### config.mk
export PLATFORM = sky130hd
export DESIGN_NAME = triangle_cubic_hermite_interp_flat
export DESIGN_NICKNAME = d
export VERILOG_FILES = /design/src/hw/rtl/tchi_pkg.sv /design/src/hw/rtl/tchi_req_if.sv /design/src/hw/rtl/tchi_rsp_if.sv /design/src/hw/rtl/tchi_ram.sv /design/src/hw/rtl/tchi_dp.sv /design/src/hw/rtl/tchi_ctrl.sv /design/src/hw/rtl/triangle_cubic_hermite_interp.sv /design/src/flat_wrapper.sv
export SDC_FILE = /design/constraint.sdc
export NUM_CORES = 2
export LEC_CHECK = 0
export BUFFER_PORTS_ARGS = -buffer_cell sky130_fd_sc_hd__buf_2
export CAP_MARGIN = 20
export CORE_MARGIN = 2
export CORE_UTILIZATION = 55
export DETAILED_ROUTE_END_ITERATION = 16
export PLACE_DENSITY_LB_ADDON = 0.12
export SYNTH_ARGS = -nofsm -noshare
export SYNTH_HDL_FRONTEND = slang
export SYNTH_HIERARCHICAL = 1
export SYNTH_SLANG_ARGS = --single-unit
### constraint.sdc
create_clock -name clk -period 13.5 [get_ports clk]
set_clock_uncertainty 0.15 [all_clocks]
set_input_delay 0.675 -clock clk [delete_from_list [all_inputs] [get_ports clk]]
set_output_delay 0.675 -clock clk [all_outputs]
set_load 0.01 [all_outputs]
### src/hw/rtl/tchi_pkg.sv
package tchi_pkg;

  localparam int DATA_WIDTH_DEF = 32;
  localparam int FRAC_BITS_DEF  = 24;
  localparam int IO_W           = 32;

  localparam int RF_DEPTH  = 32;
  localparam int ADDR_W    = 5;
  localparam int PC_W      = 7;
  localparam int LD_FIELDS = 5;
  localparam int VERT_N    = 3;

  localparam logic [PC_W-1:0] PC_LAST = 7'd90;

  localparam logic       KIND_LOAD  = 1'b0;
  localparam logic       KIND_QUERY = 1'b1;
  localparam logic [1:0] BAD_IDX    = 2'd3;

  // register file slots; vertex entries sit at field*3 + vertex
  localparam logic [ADDR_W-1:0] R_VX0 = 5'd0;
  localparam logic [ADDR_W-1:0] R_VX1 = 5'd1;
  localparam logic [ADDR_W-1:0] R_VX2 = 5'd2;
  localparam logic [ADDR_W-1:0] R_VY0 = 5'd3;
  localparam logic [ADDR_W-1:0] R_VY1 = 5'd4;
  localparam logic [ADDR_W-1:0] R_VY2 = 5'd5;
  localparam logic [ADDR_W-1:0] R_VL0 = 5'd6;
  localparam logic [ADDR_W-1:0] R_VL1 = 5'd7;
  localparam logic [ADDR_W-1:0] R_VL2 = 5'd8;
  localparam logic [ADDR_W-1:0] R_SX0 = 5'd9;
  localparam logic [ADDR_W-1:0] R_SX1 = 5'd10;
  localparam logic [ADDR_W-1:0] R_SX2 = 5'd11;
  localparam logic [ADDR_W-1:0] R_SY0 = 5'd12;
  localparam logic [ADDR_W-1:0] R_SY1 = 5'd13;
  localparam logic [ADDR_W-1:0] R_SY2 = 5'd14;
  localparam logic [ADDR_W-1:0] R_PX  = 5'd15;
  localparam logic [ADDR_W-1:0] R_PY  = 5'd16;
  localparam logic [ADDR_W-1:0] R_DX1 = 5'd17;
  localparam logic [ADDR_W-1:0] R_DY1 = 5'd18;
  localparam logic [ADDR_W-1:0] R_DX2 = 5'd19;
  localparam logic [ADDR_W-1:0] R_DY2 = 5'd20;
  localparam logic [ADDR_W-1:0] R_T0  = 5'd21;
  localparam logic [ADDR_W-1:0] R_T1  = 5'd22;
  localparam logic [ADDR_W-1:0] R_T2  = 5'd23;
  localparam logic [ADDR_W-1:0] R_T3  = 5'd24;
  localparam logic [ADDR_W-1:0] R_U   = 5'd25;
  localparam logic [ADDR_W-1:0] R_V   = 5'd26;
  localparam logic [ADDR_W-1:0] R_GX0 = 5'd27;
  localparam logic [ADDR_W-1:0] R_GY0 = 5'd28;
  localparam logic [ADDR_W-1:0] R_GX1 = 5'd29;
  localparam logic [ADDR_W-1:0] R_GY1 = 5'd30;
  localparam logic [ADDR_W-1:0] R_ACC = 5'd31;
  // slots reused once their first occupant is dead
  localparam logic [ADDR_W-1:0] R_DET = R_T2;
  localparam logic [ADDR_W-1:0] R_GX2 = R_ACC;
  localparam logic [ADDR_W-1:0] R_GY2 = R_PX;
  localparam logic [ADDR_W-1:0] R_C3  = R_PY;
  localparam logic [ADDR_W-1:0] R_C2  = R_T3;
  localparam logic [ADDR_W-1:0] R_C5  = R_DX1;
  localparam logic [ADDR_W-1:0] R_C4  = R_DY1;
  localparam logic [ADDR_W-1:0] R_C1  = R_DX2;
  localparam logic [ADDR_W-1:0] R_C0  = R_DY2;

  typedef enum logic [2:0] {
    OP_ADD = 3'd0,
    OP_SUB = 3'd1,
    OP_MUL = 3'd2,
    OP_DIV = 3'd3,
    OP_LDX = 3'd4,
    OP_LDY = 3'd5,
    OP_CHK = 3'd6,
    OP_FIN = 3'd7
  } op_t;

  typedef struct packed {
    op_t               op;
    logic [ADDR_W-1:0] ra;
    logic [ADDR_W-1:0] rb;
    logic [ADDR_W-1:0] rd;
    logic              zero_a;
  } instr_t;

  typedef struct packed {
    logic              latch;
    logic              clr;
    logic              ld_we;
    logic [2:0]        ld_sel;
    op_t               op;
    logic [ADDR_W-1:0] ra;
    logic [ADDR_W-1:0] rb;
    logic [ADDR_W-1:0] rd;
    logic              zero_a;
    logic              ex;
    logic              dv;
    logic              wr;
  } cmd_t;

  typedef struct packed {
    logic det_zero;
    logic div_done;
  } sts_t;

  function automatic instr_t mk(op_t op, logic [ADDR_W-1:0] a, logic [ADDR_W-1:0] b,
                                logic [ADDR_W-1:0] d, logic z);
    instr_t i;
    i.op     = op;
    i.ra     = a;
    i.rb     = b;
    i.rd     = d;
    i.zero_a = z;
    return i;
  endfunction

  // query program
  function automatic instr_t prog(logic [PC_W-1:0] pc);
    instr_t i;
    case (pc)
      7'd0:  i = mk(OP_LDX, R_PX,  R_PX,  R_PX,  1'b0);
      7'd1:  i = mk(OP_LDY, R_PY,  R_PY,  R_PY,  1'b0);
      7'd2:  i = mk(OP_SUB, R_VX1, R_VX0, R_DX1, 1'b0);
      7'd3:  i = mk(OP_SUB, R_VY1, R_VY0, R_DY1, 1'b0);
      7'd4:  i = mk(OP_SUB, R_VX2, R_VX0, R_DX2, 1'b0);
      7'd5:  i = mk(OP_SUB, R_VY2, R_VY0, R_DY2, 1'b0);
      7'd6:  i = mk(OP_SUB, R_PX,  R_VX0, R_PX,  1'b0);
      7'd7:  i = mk(OP_SUB, R_PY,  R_VY0, R_PY,  1'b0);
      7'd8:  i = mk(OP_MUL, R_DX1, R_DY2, R_T0,  1'b0);
      7'd9:  i = mk(OP_MUL, R_DX2, R_DY1, R_T1,  1'b0);
      7'd10: i = mk(OP_SUB, R_T0,  R_T1,  R_DET, 1'b0);
      7'd11: i = mk(OP_CHK, R_DET, R_DET, R_DET, 1'b0);
      7'd12: i = mk(OP_MUL, R_PX,  R_DY2, R_T0,  1'b0);
      7'd13: i = mk(OP_MUL, R_PY,  R_DX2, R_T1,  1'b0);
      7'd14: i = mk(OP_SUB, R_T0,  R_T1,  R_T3,  1'b0);
      7'd15: i = mk(OP_DIV, R_T3,  R_DET, R_U,   1'b0);
      7'd16: i = mk(OP_MUL, R_PY,  R_DX1, R_T0,  1'b0);
      7'd17: i = mk(OP_MUL, R_PX,  R_DY1, R_T1,  1'b0);
      7'd18: i = mk(OP_SUB, R_T0,  R_T1,  R_T3,  1'b0);
      7'd19: i = mk(OP_DIV, R_T3,  R_DET, R_V,   1'b0);
      7'd20: i = mk(OP_MUL, R_SX0, R_DX1, R_T0,  1'b0);
      7'd21: i = mk(OP_MUL, R_SY0, R_DY1, R_T1,  1'b0);
      7'd22: i = mk(OP_ADD, R_T0,  R_T1,  R_GX0, 1'b0);
      7'd23: i = mk(OP_MUL, R_SX0, R_DX2, R_T0,  1'b0);
      7'd24: i = mk(OP_MUL, R_SY0, R_DY2, R_T1,  1'b0);
      7'd25: i = mk(OP_ADD, R_T0,  R_T1,  R_GY0, 1'b0);
      7'd26: i = mk(OP_MUL, R_SX1, R_DX1, R_T0,  1'b0);
      7'd27: i = mk(OP_MUL, R_SY1, R_DY1, R_T1,  1'b0);
      7'd28: i = mk(OP_ADD, R_T0,  R_T1,  R_GX1, 1'b0);
      7'd29: i = mk(OP_MUL, R_SX1, R_DX2, R_T0,  1'b0);
      7'd30: i = mk(OP_MUL, R_SY1, R_DY2, R_T1,  1'b0);
      7'd31: i = mk(OP_ADD, R_T0,  R_T1,  R_GY1, 1'b0);
      7'd32: i = mk(OP_MUL, R_SX2, R_DX1, R_T0,  1'b0);
      7'd33: i = mk(OP_MUL, R_SY2, R_DY1, R_T1,  1'b0);
      7'd34: i = mk(OP_ADD, R_T0,  R_T1,  R_GX2, 1'b0);
      7'd35: i = mk(OP_MUL, R_SX2, R_DX2, R_T0,  1'b0);
      7'd36: i = mk(OP_MUL, R_SY2, R_DY2, R_T1,  1'b0);
      7'd37: i = mk(OP_ADD, R_T0,  R_T1,  R_GY2, 1'b0);
      7'd38: i = mk(OP_SUB, R_GX2, R_GX0, R_C3,  1'b0);
      7'd39: i = mk(OP_SUB, R_GY1, R_GY0, R_C2,  1'b0);
      // c5 = 3*f2 - 2*gy0 - 3*f0 - gy2
      7'd40: i = mk(OP_ADD, R_VL2, R_VL2, R_T0,  1'b0);
      7'd41: i = mk(OP_ADD, R_T0,  R_VL2, R_T0,  1'b0);
      7'd42: i = mk(OP_ADD, R_GY0, R_GY0, R_T1,  1'b0);
      7'd43: i = mk(OP_SUB, R_T0,  R_T1,  R_T0,  1'b0);
      7'd44: i = mk(OP_ADD, R_VL0, R_VL0, R_T1,  1'b0);
      7'd45: i = mk(OP_ADD, R_T1,  R_VL0, R_T1,  1'b0);
      7'd46: i = mk(OP_SUB, R_T0,  R_T1,  R_T0,  1'b0);
      7'd47: i = mk(OP_SUB, R_T0,  R_GY2, R_C5,  1'b0);
      // c4 = 3*f1 - 2*gx0 - 3*f0 - gx1
      7'd48: i = mk(OP_ADD, R_VL1, R_VL1, R_T0,  1'b0);
      7'd49: i = mk(OP_ADD, R_T0,  R_VL1, R_T0,  1'b0);
      7'd50: i = mk(OP_ADD, R_GX0, R_GX0, R_T1,  1'b0);
      7'd51: i = mk(OP_SUB, R_T0,  R_T1,  R_T0,  1'b0);
      7'd52: i = mk(OP_ADD, R_VL0, R_VL0, R_T1,  1'b0);
      7'd53: i = mk(OP_ADD, R_T1,  R_VL0, R_T1,  1'b0);
      7'd54: i = mk(OP_SUB, R_T0,  R_T1,  R_T0,  1'b0);
      7'd55: i = mk(OP_SUB, R_T0,  R_GX1, R_C4,  1'b0);
      // c1 = -2*f2 + gy0 + 2*f0 + gy2
      7'd56: i = mk(OP_ADD, R_VL2, R_VL2, R_T0,  1'b0);
      7'd57: i = mk(OP_SUB, R_T0,  R_T0,  R_T0,  1'b1);
      7'd58: i = mk(OP_ADD, R_T0,  R_GY0, R_T0,  1'b0);
      7'd59: i = mk(OP_ADD, R_VL0, R_VL0, R_T1,  1'b0);
      7'd60: i = mk(OP_ADD, R_T0,  R_T1,  R_T0,  1'b0);
      7'd61: i = mk(OP_ADD, R_T0,  R_GY2, R_C1,  1'b0);
      // c0 = -2*f1 + gx0 + 2*f0 + gx1
      7'd62: i = mk(OP_ADD, R_VL1, R_VL1, R_T0,  1'b0);
      7'd63: i = mk(OP_SUB, R_T0,  R_T0,  R_T0,  1'b1);
      7'd64: i = mk(OP_ADD, R_T0,  R_GX0, R_T0,  1'b0);
      7'd65: i = mk(OP_ADD, R_VL0, R_VL0, R_T1,  1'b0);
      7'd66: i = mk(OP_ADD, R_T0,  R_T1,  R_T0,  1'b0);
      7'd67: i = mk(OP_ADD, R_T0,  R_GX1, R_C0,  1'b0);
      // evaluation; T0 = u^2, T1 = v^2
      7'd68: i = mk(OP_MUL, R_U,   R_U,   R_T0,  1'b0);
      7'd69: i = mk(OP_MUL, R_V,   R_V,   R_T1,  1'b0);
      7'd70: i = mk(OP_MUL, R_T0,  R_U,   R_T2,  1'b0);
      7'd71: i = mk(OP_MUL, R_C0,  R_T2,  R_ACC, 1'b0);
      7'd72: i = mk(OP_MUL, R_T1,  R_V,   R_T2,  1'b0);
      7'd73: i = mk(OP_MUL, R_C1,  R_T2,  R_T2,  1'b0);
      7'd74: i = mk(OP_ADD, R_ACC, R_T2,  R_ACC, 1'b0);
      7'd75: i = mk(OP_MUL, R_T0,  R_V,   R_T2,  1'b0);
      7'd76: i = mk(OP_MUL, R_C2,  R_T2,  R_T2,  1'b0);
      7'd77: i = mk(OP_ADD, R_ACC, R_T2,  R_ACC, 1'b0);
      7'd78: i = mk(OP_MUL, R_U,   R_T1,  R_T2,  1'b0);
      7'd79: i = mk(OP_MUL, R_C3,  R_T2,  R_T2,  1'b0);
      7'd80: i = mk(OP_ADD, R_ACC, R_T2,  R_ACC, 1'b0);
      7'd81: i = mk(OP_MUL, R_C4,  R_T0,  R_T2,  1'b0);
      7'd82: i = mk(OP_ADD, R_ACC, R_T2,  R_ACC, 1'b0);
      7'd83: i = mk(OP_MUL, R_C5,  R_T1,  R_T2,  1'b0);
      7'd84: i = mk(OP_ADD, R_ACC, R_T2,  R_ACC, 1'b0);
      7'd85: i = mk(OP_MUL, R_GX0, R_U,   R_T2,  1'b0);
      7'd86: i = mk(OP_ADD, R_ACC, R_T2,  R_ACC, 1'b0);
      7'd87: i = mk(OP_MUL, R_GY0, R_V,   R_T2,  1'b0);
      7'd88: i = mk(OP_ADD, R_ACC, R_T2,  R_ACC, 1'b0);
      7'd89: i = mk(OP_ADD, R_ACC, R_VL0, R_ACC, 1'b0);
      default: i = mk(OP_FIN, R_ACC, R_ACC, R_ACC, 1'b0);
    endcase
    return i;
  endfunction

endpackage

### src/hw/rtl/tchi_req_if.sv
interface tchi_req_if import tchi_pkg::*; ();
  logic                   valid;
  logic                   ready;
  logic                   kind;
  logic [1:0]             vertex_index;
  logic signed [IO_W-1:0] pos_x;
  logic signed [IO_W-1:0] pos_y;
  logic signed [IO_W-1:0] sample_value;
  logic signed [IO_W-1:0] slope_x;
  logic signed [IO_W-1:0] slope_y;

  modport source(output valid, kind, vertex_index, pos_x, pos_y, sample_value, slope_x,
                 slope_y, input ready);
  modport sink(input valid, kind, vertex_index, pos_x, pos_y, sample_value, slope_x,
               slope_y, output ready);
endinterface

### src/hw/rtl/tchi_rsp_if.sv
interface tchi_rsp_if import tchi_pkg::*; ();
  logic                   valid;
  logic                   ready;
  logic signed [IO_W-1:0] interp_value;
  logic                   degenerate;
  logic                   saturated;

  modport source(output valid, interp_value, degenerate, saturated, input ready);
  modport sink(input valid, interp_value, degenerate, saturated, output ready);
endinterface

### src/hw/rtl/tchi_ram.sv
module tchi_ram #(
  parameter int WIDTH = 32,
  parameter int DEPTH = 32
) (
  input  logic                     clk,
  input  logic                     we,
  input  logic [$clog2(DEPTH)-1:0] waddr,
  input  logic [WIDTH-1:0]         wdata,
  input  logic [$clog2(DEPTH)-1:0] raddr_a,
  input  logic [$clog2(DEPTH)-1:0] raddr_b,
  output logic [WIDTH-1:0]         rdata_a,
  output logic [WIDTH-1:0]         rdata_b
);
  logic [WIDTH-1:0] mem [DEPTH];

  always_ff @(posedge clk) begin
    if (we) begin
      mem[waddr] <= wdata;
    end
    rdata_a <= mem[raddr_a];
    rdata_b <= mem[raddr_b];
  end
endmodule

### src/hw/rtl/tchi_dp.sv
module tchi_dp import tchi_pkg::*; #(
  parameter int DATA_WIDTH = DATA_WIDTH_DEF,
  parameter int FRAC_BITS  = FRAC_BITS_DEF
) (
  input  logic                   clk,
  input  logic                   rst,
  input  cmd_t                   cmd,
  output sts_t                   sts,
  input  logic [1:0]             vertex_index,
  input  logic signed [IO_W-1:0] pos_x,
  input  logic signed [IO_W-1:0] pos_y,
  input  logic signed [IO_W-1:0] sample_value,
  input  logic signed [IO_W-1:0] slope_x,
  input  logic signed [IO_W-1:0] slope_y,
  output logic signed [IO_W-1:0] interp_value,
  output logic                   degenerate,
  output logic                   saturated
);
  localparam int W  = DATA_WIDTH;
  localparam int F  = FRAC_BITS;
  localparam int PW = 2 * W + 1;
  localparam int QW = W + F;
  localparam int CW = $clog2(QW);

  localparam logic signed [64:0] WMAXS = (65'sd1 <<< (W - 1)) - 65'sd1;
  localparam logic signed [64:0] WMINS = -WMAXS - 65'sd1;
  localparam logic [W-1:0] WMAX = {1'b0, {(W-1){1'b1}}};
  localparam logic [W-1:0] WMIN = {1'b1, {(W-1){1'b0}}};
  localparam logic [PW-1:0] RND = PW'(1) << (F - 1);

  // {clipped, value}
  function automatic logic [W:0] clamp_in(logic signed [IO_W-1:0] x);
    logic signed [64:0] e;
    e = 65'(x);
    if (e > WMAXS) return {1'b1, WMAX};
    if (e < WMINS) return {1'b1, WMIN};
    return {1'b0, W'(e)};
  endfunction

  function automatic logic [W-1:0] mag(logic [W-1:0] a);
    return a[W-1] ? W'(-a) : a;
  endfunction

  logic [1:0]             lat_idx;
  logic signed [IO_W-1:0] lat_x, lat_y, lat_val, lat_sx, lat_sy;

  logic [W-1:0]  rdata_a, rdata_b;
  logic          we;
  logic [ADDR_W-1:0] waddr;
  logic [W-1:0]  wdata;

  logic [2*W-1:0] prod;
  logic           neg;
  logic [QW-1:0]  nsh;
  logic [QW-1:0]  quo;
  logic [W:0]     rem;
  logic [W-1:0]   dden;
  logic [CW-1:0]  cnt;
  logic           clip;

  logic [W-1:0]  av;
  logic [W:0]    sum_as;
  logic [PW-1:0] msum, mq, mlim;
  logic [W-1:0]  mmag;
  logic [QW-1:0] qlim;
  logic [W-1:0]  qmag;
  logic [W:0]    rem_sh;
  logic          rem_ge;
  logic [W-1:0]  res;
  logic          res_sat;
  logic          res_we;
  logic [W:0]    ld_in;
  logic [W:0]    q_in;
  logic signed [63:0] out_ext;

  tchi_ram #(.WIDTH(W), .DEPTH(RF_DEPTH)) u_rf (
    .clk    (clk),
    .we     (we),
    .waddr  (waddr),
    .wdata  (wdata),
    .raddr_a(cmd.ra),
    .raddr_b(cmd.rb),
    .rdata_a(rdata_a),
    .rdata_b(rdata_b)
  );

  always_ff @(posedge clk) begin
    if (cmd.latch) begin
      lat_idx <= vertex_index;
      lat_x   <= pos_x;
      lat_y   <= pos_y;
      lat_val <= sample_value;
      lat_sx  <= slope_x;
      lat_sy  <= slope_y;
    end
  end

  always_comb begin
    case (cmd.ld_sel)
      3'd0:    ld_in = clamp_in(lat_x);
      3'd1:    ld_in = clamp_in(lat_y);
      3'd2:    ld_in = clamp_in(lat_val);
      3'd3:    ld_in = clamp_in(lat_sx);
      default: ld_in = clamp_in(lat_sy);
    endcase
  end

  // add / subtract with saturation
  always_comb begin
    av = cmd.zero_a ? '0 : rdata_a;
    if (cmd.op == OP_SUB) begin
      sum_as = {av[W-1], av} - {rdata_b[W-1], rdata_b};
    end else begin
      sum_as = {av[W-1], av} + {rdata_b[W-1], rdata_b};
    end
  end

  // product: round magnitude half up, then saturate; the quotient magnitude is saturated too
  always_comb begin
    msum = {1'b0, prod} + RND;
    mq   = msum >> F;
    mlim = (PW'(1) << (W - 1)) - PW'(!neg);
    mmag = (mq > mlim) ? mlim[W-1:0] : mq[W-1:0];
    qlim = (QW'(1) << (W - 1)) - QW'(!neg);
    qmag = (quo > qlim) ? qlim[W-1:0] : quo[W-1:0];
  end

  assign rem_sh = {rem[W-1:0], nsh[QW-1]};
  assign rem_ge = rem_sh >= {1'b0, dden};
  assign q_in   = (cmd.op == OP_LDX) ? clamp_in(lat_x) : clamp_in(lat_y);

  always_comb begin
    res     = '0;
    res_sat = 1'b0;
    res_we  = 1'b0;
    case (cmd.op)
      OP_ADD, OP_SUB: begin
        res_we  = 1'b1;
        res_sat = sum_as[W] ^ sum_as[W-1];
        res     = res_sat ? (sum_as[W] ? WMIN : WMAX) : sum_as[W-1:0];
      end
      OP_MUL: begin
        res_we  = 1'b1;
        res_sat = mq > mlim;
        res     = neg ? W'(-mmag) : mmag;
      end
      OP_DIV: begin
        res_we  = 1'b1;
        res_sat = quo > qlim;
        res     = neg ? W'(-qmag) : qmag;
      end
      OP_LDX, OP_LDY: begin
        res_we  = 1'b1;
        res_sat = q_in[W];
        res     = q_in[W-1:0];
      end
      default: begin
        res_we = 1'b0;
      end
    endcase
  end

  assign we    = cmd.ld_we | (cmd.wr & res_we);
  assign waddr = cmd.ld_we ? ADDR_W'(cmd.ld_sel) * ADDR_W'(VERT_N) + ADDR_W'(lat_idx)
                           : cmd.rd;
  assign wdata = cmd.ld_we ? ld_in[W-1:0] : res;

  assign sts.det_zero = (rdata_a == '0);
  assign sts.div_done = (cnt == CW'(QW - 1));

  // multiplier and divider
  always_ff @(posedge clk) begin
    if (cmd.ex) begin
      neg <= rdata_a[W-1] ^ rdata_b[W-1];
      if (cmd.op == OP_MUL) begin
        prod <= (2*W)'(mag(rdata_a)) * (2*W)'(mag(rdata_b));
      end
      nsh  <= QW'(mag(rdata_a)) << F;
      dden <= mag(rdata_b);
      rem  <= '0;
      quo  <= '0;
      cnt  <= '0;
    end else if (cmd.dv) begin
      rem <= rem_ge ? rem_sh - {1'b0, dden} : rem_sh;
      quo <= {quo[QW-2:0], rem_ge};
      nsh <= nsh << 1;
      cnt <= cnt + 1'b1;
    end
  end

  always_ff @(posedge clk) begin
    if (rst) begin
      clip <= 1'b0;
    end else if (cmd.clr) begin
      clip <= 1'b0;
    end else if (cmd.wr && res_we && res_sat) begin
      clip <= 1'b1;
    end
  end

  assign out_ext = 64'(signed'(rdata_a));

  always_ff @(posedge clk) begin
    if (cmd.wr) begin
      if (cmd.op == OP_CHK && sts.det_zero) begin
        interp_value <= '0;
        degenerate   <= 1'b1;
        saturated    <= 1'b0;
      end else if (cmd.op == OP_FIN) begin
        interp_value <= out_ext[IO_W-1:0];
        degenerate   <= 1'b0;
        saturated    <= clip;
      end
    end
  end
endmodule

### src/hw/rtl/tchi_ctrl.sv
module tchi_ctrl import tchi_pkg::*; (
  input  logic       clk,
  input  logic       rst,
  input  logic       req_valid,
  output logic       req_ready,
  input  logic       req_kind,
  input  logic [1:0] req_idx,
  output logic       rsp_valid,
  input  logic       rsp_ready,
  output cmd_t       cmd,
  input  sts_t       sts
);
  typedef enum logic [6:0] {
    S_IDLE = 7'b0000001,
    S_LOAD = 7'b0000010,
    S_RD   = 7'b0000100,
    S_EX   = 7'b0001000,
    S_DV   = 7'b0010000,
    S_WR   = 7'b0100000,
    S_OUT  = 7'b1000000
  } state_t;

  state_t          state, state_next;
  logic [PC_W-1:0] pc, pc_next;
  logic [2:0]      ld_cnt, ld_cnt_next;
  instr_t          instr;
  logic            accept;

  assign instr     = prog(pc);
  assign req_ready = (state == S_IDLE);
  assign rsp_valid = (state == S_OUT);
  assign accept    = req_valid & req_ready;

  always_comb begin
    cmd.latch  = accept;
    cmd.clr    = accept && (req_kind == KIND_QUERY);
    cmd.ld_we  = (state == S_LOAD);
    cmd.ld_sel = ld_cnt;
    cmd.op     = instr.op;
    cmd.ra     = instr.ra;
    cmd.rb     = instr.rb;
    cmd.rd     = instr.rd;
    cmd.zero_a = instr.zero_a;
    cmd.ex     = (state == S_EX);
    cmd.dv     = (state == S_DV);
    cmd.wr     = (state == S_WR);
  end

  always_comb begin
    state_next  = state;
    pc_next     = pc;
    ld_cnt_next = ld_cnt;
    case (state)
      S_IDLE: begin
        if (accept) begin
          if (req_kind == KIND_QUERY) begin
            pc_next    = '0;
            state_next = S_RD;
          end else if (req_idx != BAD_IDX) begin
            ld_cnt_next = '0;
            state_next  = S_LOAD;
          end
        end
      end
      S_LOAD: begin
        if (ld_cnt == 3'(LD_FIELDS - 1)) begin
          ld_cnt_next = '0;
          state_next  = S_IDLE;
        end else begin
          ld_cnt_next = ld_cnt + 3'd1;
        end
      end
      S_RD: state_next = S_EX;
      S_EX: state_next = (instr.op == OP_DIV) ? S_DV : S_WR;
      S_DV: begin
        if (sts.div_done) begin
          state_next = S_WR;
        end
      end
      S_WR: begin
        if (instr.op == OP_FIN || (instr.op == OP_CHK && sts.det_zero)) begin
          state_next = S_OUT;
        end else begin
          pc_next    = pc + 1'b1;
          state_next = S_RD;
        end
      end
      S_OUT: begin
        if (rsp_ready) begin
          state_next = S_IDLE;
        end
      end
      default: state_next = S_IDLE;
    endcase
  end

  always_ff @(posedge clk) begin
    if (rst) begin
      state  <= S_IDLE;
      pc     <= '0;
      ld_cnt <= '0;
    end else begin
      state  <= state_next;
      pc     <= pc_next;
      ld_cnt <= ld_cnt_next;
    end
  end

  // a load with a bad vertex index is dropped and leaves ready high
  a_busy_after_accept: assert property (@(posedge clk) disable iff (rst)
    (req_valid && req_ready && !(req_kind == KIND_LOAD && req_idx == BAD_IDX))
      |=> !req_ready)
    else $error("ready stayed high after an accepted item");

  a_pc_in_range: assert property (@(posedge clk) disable iff (rst)
    (state == S_RD) |-> (pc <= PC_LAST))
    else $error("program counter ran past the end of the program");

  a_fin_to_out: assert property (@(posedge clk) disable iff (rst)
    (state == S_WR && instr.op == OP_FIN) |=> rsp_valid)
    else $error("finished query did not present a result");

  a_ld_cnt_idle: assert property (@(posedge clk) disable iff (rst)
    (state != S_LOAD) |-> (ld_cnt == '0))
    else $error("load counter left nonzero outside a load");
endmodule

### src/hw/rtl/triangle_cubic_hermite_interp.sv
// Load item: accepted, then five register-file writes; ready again once the last write is done.
// Query item: a 91-step program; each step is read, execute, write, and the
// two divides add DATA_WIDTH+FRAC_BITS radix-2 steps each; the default format is Q8.24.
// A degenerate triangle stops after the determinant check.
// One item at a time; the result holds until taken, then the next item is accepted.
// Synchronous reset returns the controller to idle; stored vertices are not cleared.
module triangle_cubic_hermite_interp import tchi_pkg::*; #(
  parameter int DATA_WIDTH = DATA_WIDTH_DEF,
  parameter int FRAC_BITS  = FRAC_BITS_DEF
) (
  input logic        clk,
  input logic        rst,
  tchi_req_if.sink   req,
  tchi_rsp_if.source rsp
);
  cmd_t cmd;
  sts_t sts;

  tchi_ctrl u_ctrl (
    .clk      (clk),
    .rst      (rst),
    .req_valid(req.valid),
    .req_ready(req.ready),
    .req_kind (req.kind),
    .req_idx  (req.vertex_index),
    .rsp_valid(rsp.valid),
    .rsp_ready(rsp.ready),
    .cmd      (cmd),
    .sts      (sts)
  );

  tchi_dp #(.DATA_WIDTH(DATA_WIDTH), .FRAC_BITS(FRAC_BITS)) u_dp (
    .clk         (clk),
    .rst         (rst),
    .cmd         (cmd),
    .sts         (sts),
    .vertex_index(req.vertex_index),
    .pos_x       (req.pos_x),
    .pos_y       (req.pos_y),
    .sample_value(req.sample_value),
    .slope_x     (req.slope_x),
    .slope_y     (req.slope_y),
    .interp_value(rsp.interp_value),
    .degenerate  (rsp.degenerate),
    .saturated   (rsp.saturated)
  );
endmodule

### src/flat_wrapper.sv
// flat-port wrapper written by rule: the top's interface ports become plain ports
module triangle_cubic_hermite_interp_flat import tchi_pkg::*;
#(
  parameter int DATA_WIDTH = DATA_WIDTH_DEF,
  parameter int FRAC_BITS  = FRAC_BITS_DEF
)
  (clk, rst, req_valid, req_kind, req_vertex_index, req_pos_x, req_pos_y, req_sample_value, req_slope_x, req_slope_y, req_ready, rsp_valid, rsp_interp_value, rsp_degenerate, rsp_saturated, rsp_ready);
  tchi_req_if req_i ();
  tchi_rsp_if rsp_i ();
  input logic clk;
  input logic rst;
  input wire logic [$bits(req_i.valid)-1:0] req_valid;
  input wire logic [$bits(req_i.kind)-1:0] req_kind;
  input wire logic [$bits(req_i.vertex_index)-1:0] req_vertex_index;
  input wire logic [$bits(req_i.pos_x)-1:0] req_pos_x;
  input wire logic [$bits(req_i.pos_y)-1:0] req_pos_y;
  input wire logic [$bits(req_i.sample_value)-1:0] req_sample_value;
  input wire logic [$bits(req_i.slope_x)-1:0] req_slope_x;
  input wire logic [$bits(req_i.slope_y)-1:0] req_slope_y;
  output wire logic [$bits(req_i.ready)-1:0] req_ready;
  output wire logic [$bits(rsp_i.valid)-1:0] rsp_valid;
  output wire logic [$bits(rsp_i.interp_value)-1:0] rsp_interp_value;
  output wire logic [$bits(rsp_i.degenerate)-1:0] rsp_degenerate;
  output wire logic [$bits(rsp_i.saturated)-1:0] rsp_saturated;
  input wire logic [$bits(rsp_i.ready)-1:0] rsp_ready;
  assign req_i.valid = req_valid;
  assign req_i.kind = req_kind;
  assign req_i.vertex_index = req_vertex_index;
  assign req_i.pos_x = req_pos_x;
  assign req_i.pos_y = req_pos_y;
  assign req_i.sample_value = req_sample_value;
  assign req_i.slope_x = req_slope_x;
  assign req_i.slope_y = req_slope_y;
  assign req_ready = req_i.ready;
  assign rsp_valid = rsp_i.valid;
  assign rsp_interp_value = rsp_i.interp_value;
  assign rsp_degenerate = rsp_i.degenerate;
  assign rsp_saturated = rsp_i.saturated;
  assign rsp_i.ready = rsp_ready;
  triangle_cubic_hermite_interp #(.DATA_WIDTH(DATA_WIDTH), .FRAC_BITS(FRAC_BITS)) u_core (.clk(clk), .rst(rst), .req(req_i), .rsp(rsp_i));
endmodule
==> impl_table.tex <==
\begin{tabular}{lr}
\hline
Metric & Value \\
\hline
\multicolumn{2}{l}{\textbf{Final layout}} \\
\quad Final-stage net count & 11970 \\
\quad Register with the most flip-flops & u\_core/u\_dp/u\_rf/mem \\
\quad Number of inserted filler cells in the final layout & 16280 \\
\quad Share of final-layout standard cells stronger than drive strength 1 & 8.741\% \\
\quad Area growth syn-to-layout & 10.79\% \\
\quad Largest register FFs & 1024 \\
\quad Biggest regs & u\_core/u\_dp/u\_rf/mem (1024), u\_core/u\_dp/quo (56), u\_core/u\_dp/prod (41) \\
\quad Number of cells in the finished layout apart from fillers & 13300 \\
\multicolumn{2}{l}{\textbf{Setup path}} \\
\quad CP Capture Type & flip-flop \\
\quad Kind of critical path & reg -> reg \\
\quad Slowest-stage cell, CP & sky130\_fd\_sc\_hd\_\_xor2\_4 \\
\quad CP Max Fanout & 21 \\
\quad Max incr delay on CP & 0.91 ns \\
\quad Worst EP required & 13.96 ns \\
\quad Data arrival time of the worst path & 12.85 ns \\
\quad Cell repeated most along the worst path & sky130\_fd\_sc\_hd\_\_fa\_1 \\
\quad Startpoint class of the critical path & flip-flop \\
\multicolumn{2}{l}{\textbf{Timing}} \\
\quad Upper clock frequency limit & 0.08070 GHz \\
\quad Slew at the pin with the worst max-slew slack & 1.268 ns \\
\quad Final cycle utilization of the critical path & 91.78\% \\
\quad Total Negative Setup Slacks & 0 ns \\
\quad Slew margin rel. & 15.41\% \\
\quad Hold violation total from the final report & 0 \\
\quad Count of pins over their slew limit & 0 \\
\quad Total setup violations reported at the end of the flow & 0 \\
\quad Setup repair after global routing missed its margin & false \\
\quad Post-route minimum period & 12.39 ns \\
\multicolumn{2}{l}{\textbf{Die}} \\
\quad Die height & 453.4 um \\
\quad Die area & 0.2055 mm2 \\
\quad \# IOs & 203 \\
\quad Cell Rows & 164 \\
\quad Effective utilization at floorplan & 55.45\% \\
\quad Core Area & 0.2003 mm2 \\
\quad Die Span X & 453.4 um \\
\multicolumn{2}{l}{\textbf{Status}} \\
\quad Result of the run & finished, final reports clean \\
\multicolumn{2}{l}{\textbf{Synth}} \\
\quad Synthesized-area fraction occupied by adder cells & 20.88\% \\
\quad Library cell with the highest instance count after synthesis & sky130\_fd\_sc\_hd\_\_edfxtp\_1 \\
\quad Count of flip-flops with a built-in enable after synthesis & 1326 \\
\quad Cell count after synthesis & 10330 \\
\quad Portion of the post-synthesis area used by sequential elements & 39.37\% \\
\quad Top cell type's share of synthesized area & 35.85\% \\
\quad Most used standard cells in the synthesized netlist & sky130\_fd\_sc\_hd\_\_edfxtp\_1, sky130\_fd\_sc\_hd\_\_mux2i\_1, sky130\_fd\_sc\_hd\_\_inv\_1 \\
\quad Main area contributors after synthesis & sky130\_fd\_sc\_hd\_\_edfxtp\_1, sky130\_fd\_sc\_hd\_\_fa\_1, sky130\_fd\_sc\_hd\_\_mux2i\_1, sky130\_fd\_sc\_hd\_\_ha\_1, sky130\_fd\_sc\_hd\_\_inv\_1 \\
\quad Asr flop ratio synth & 0\% \\
\quad Syn. warnings & 6 \\
\quad Main combinational cell family by area after synthesis & adder cells \\
\quad Syn Nets & 11810 \\
\quad Distinct cells, synth & 111 \\
\quad Synth Area in XOR/XNOR & 2.019\% \\
\quad Mean Syn Cell Area & 10.75 um2 \\
\quad Post-synthesis instance area & 0.1111 mm2 \\
\quad Number of register bits inferred by synthesis & 1521 \\
\quad Area fraction in compound gates after synthesis & 9.934\% \\
\quad Simple logic cell fraction of the synthesized area & 10.95\% \\
\quad Yosys top cell by area & sky130\_fd\_sc\_hd\_\_edfxtp\_1 \\
\quad Proportion of synthesized area in mux cells & 10.40\% \\
\quad Predominant post-synthesis flop cell & sky130\_fd\_sc\_hd\_\_edfxtp\_1 \\
\multicolumn{2}{l}{\textbf{Placed design}} \\
\quad Placed wire-length estimate after detailed placement & 272700 um \\
\quad Port Buffers & 202 \\
\quad Placed instance count & 12810 \\
\quad GP Congestion & 1.011 \\
\multicolumn{2}{l}{\textbf{Clock tree}} \\
\quad Clock transition at path regs & 0.06 ns \\
\quad Number of H-tree levels & 4 \\
\quad Hold buffer count at CTS & 162 \\
\quad Number of buffers on the longest clock path & 3 \\
\quad Post-CTS setup repair buffer count & 0 \\
\quad Clk\_lat worst skew & 0.89 ns \\
\quad Number of buffers created by CTS & 164 \\
\quad Number of cells upsized or downsized after cts & 0 \\
\quad TritonCTS clock tree & done \\
\quad TritonCTS sink count & 1521 \\
\quad Clock Root Buffer & sky130\_fd\_sc\_hd\_\_clkbuf\_16 \\
\multicolumn{2}{l}{\textbf{Routing}} \\
\quad Remaining number of nets flagged by the antenna check after routing & 0 \\
\quad Violation count after the first detailed-route iteration & 10590 \\
\quad Total wire length after detailed routing & 406600 um \\
\quad Count of unresolved DRC violations after routing & 0 \\
\quad Drt via density & 6.495 \\
\quad WL/cell & 30.57 um \\
\quad DR vias & 86370 \\
\quad Detailed Routing Iterations Pass 1 & 6 \\
\multicolumn{2}{l}{\textbf{GRT}} \\
\quad All-layer global routing usage & 39.29\% \\
\quad Maximum number of pins on one net before global-route repair & 147 \\
\quad Number of global-route vias before repair & 85930 \\
\quad Total congestion overflow after global routing & 0 \\
\quad Global-route wire length before repair & 585000 um \\
\quad Initial antenna violation count & 26 \\
\multicolumn{2}{l}{\textbf{Min path}} \\
\quad Path category of the worst min-delay check & in -> reg \\
\multicolumn{2}{l}{\textbf{Run}} \\
\quad Number of max-cap violations & 0 \\
\hline
\end{tabular}
==> routing by layer <==
metal  wire (um)  track usage [%]
met2      184200            61.26
met1      150000            49.87
met5         186           0.3965
met3       43900            9.853
met4       28300            22.66
==> cell families after synthesis <==
| kind of cell | count (synthesis) |
|---|---|
| compound gates | 1656 |
| simple gates | 2712 |
| fa+ha+maj | 1314 |
| xor+xnor | 253 |
| flops | 1521 |
| mux | 1152 |
| buf+inv | 1720 |
==> stage by stage <==
stage	hold slack (ns)	setup slack, ns	instance area, um2	utilization (%)
3_5_place_dp	0.3119	1.460	115600	57.74
6_report	0.06979	1.109	123000	61.44
5_1_grt	0.05372	0.8338	123000	61.43
3_3_place_gp	0.3090	1.674	115600	57.73
4_1_cts	0.03613	1.497	122900	61.38
2_1_floorplan	0.2840	2.791	111100	-
==> final cells by class <==
class	instances	area, um2	area share (%)
clock buffer	213	4348	3.534
clock inverter	93	1335	1.085
inverter	1081	4060	3.300
multi-input combinational	7087	61410	49.91
antenna	14	35.03	0.02847
timing repair buffer	633	4800	3.901
tap	2656	3323	2.701
sequential	1521	43730	35.54
==> worst paths after layout <==
path,cells after the start,end,slack (ns),start
setup reg to reg,30,u_core/u_dp/prod[60],1.11,u_core/u_dp/u_rf/rdata_a[4]
setup / recovery,30,u_core/u_dp/prod[60],1.11,u_core/u_dp/u_rf/rdata_a[4]
hold / removal,3,u_core/u_ctrl/state[2],0.07,req_kind
hold reg to reg,2,u_core/u_dp/clip,0.33,u_core/u_dp/clip
==> worst max-delay path, delay by kind of cell (launching register included) <==
family	cells	cell delay [ns]
adder cells (fa/ha/maj)	9	4.57
AND/OR/NAND/NOR	5	2.28
flip-flops	1	0.46
buffers and inverters	5	0.38
XOR/XNOR	2	1.01
AO/OA/AOI/OAI	9	3.34
==> cell usage in the layout (no fill, tap or decap), types with 151 or more instances in the layout <==
| cell | n |
|---|---|
| sky130_fd_sc_hd__edfxtp_1 | 1326 |
| sky130_fd_sc_hd__mux2i_1 | 1137 |
| sky130_fd_sc_hd__inv_1 | 1062 |
| sky130_fd_sc_hd__nand2_1 | 927 |
| sky130_fd_sc_hd__fa_1 | 899 |
| sky130_fd_sc_hd__nor2_1 | 848 |
| sky130_fd_sc_hd__a21oi_1 | 494 |
| sky130_fd_sc_hd__ha_1 | 415 |
| sky130_fd_sc_hd__nand3_1 | 291 |
| sky130_fd_sc_hd__buf_4 | 255 |
| sky130_fd_sc_hd__a22oi_1 | 243 |
| sky130_fd_sc_hd__buf_2 | 202 |
| sky130_fd_sc_hd__o21ai_0 | 199 |
| sky130_fd_sc_hd__dfxtp_1 | 191 |
| sky130_fd_sc_hd__clkbuf_16 | 164 |
| sky130_fd_sc_hd__dlygate4sd3_1 | 162 |
| sky130_fd_sc_hd__nor3_1 | 151 |
Power is not shown: default switching activity piles up to over one toggle a cycle in this logic, so the estimate is an artifact.
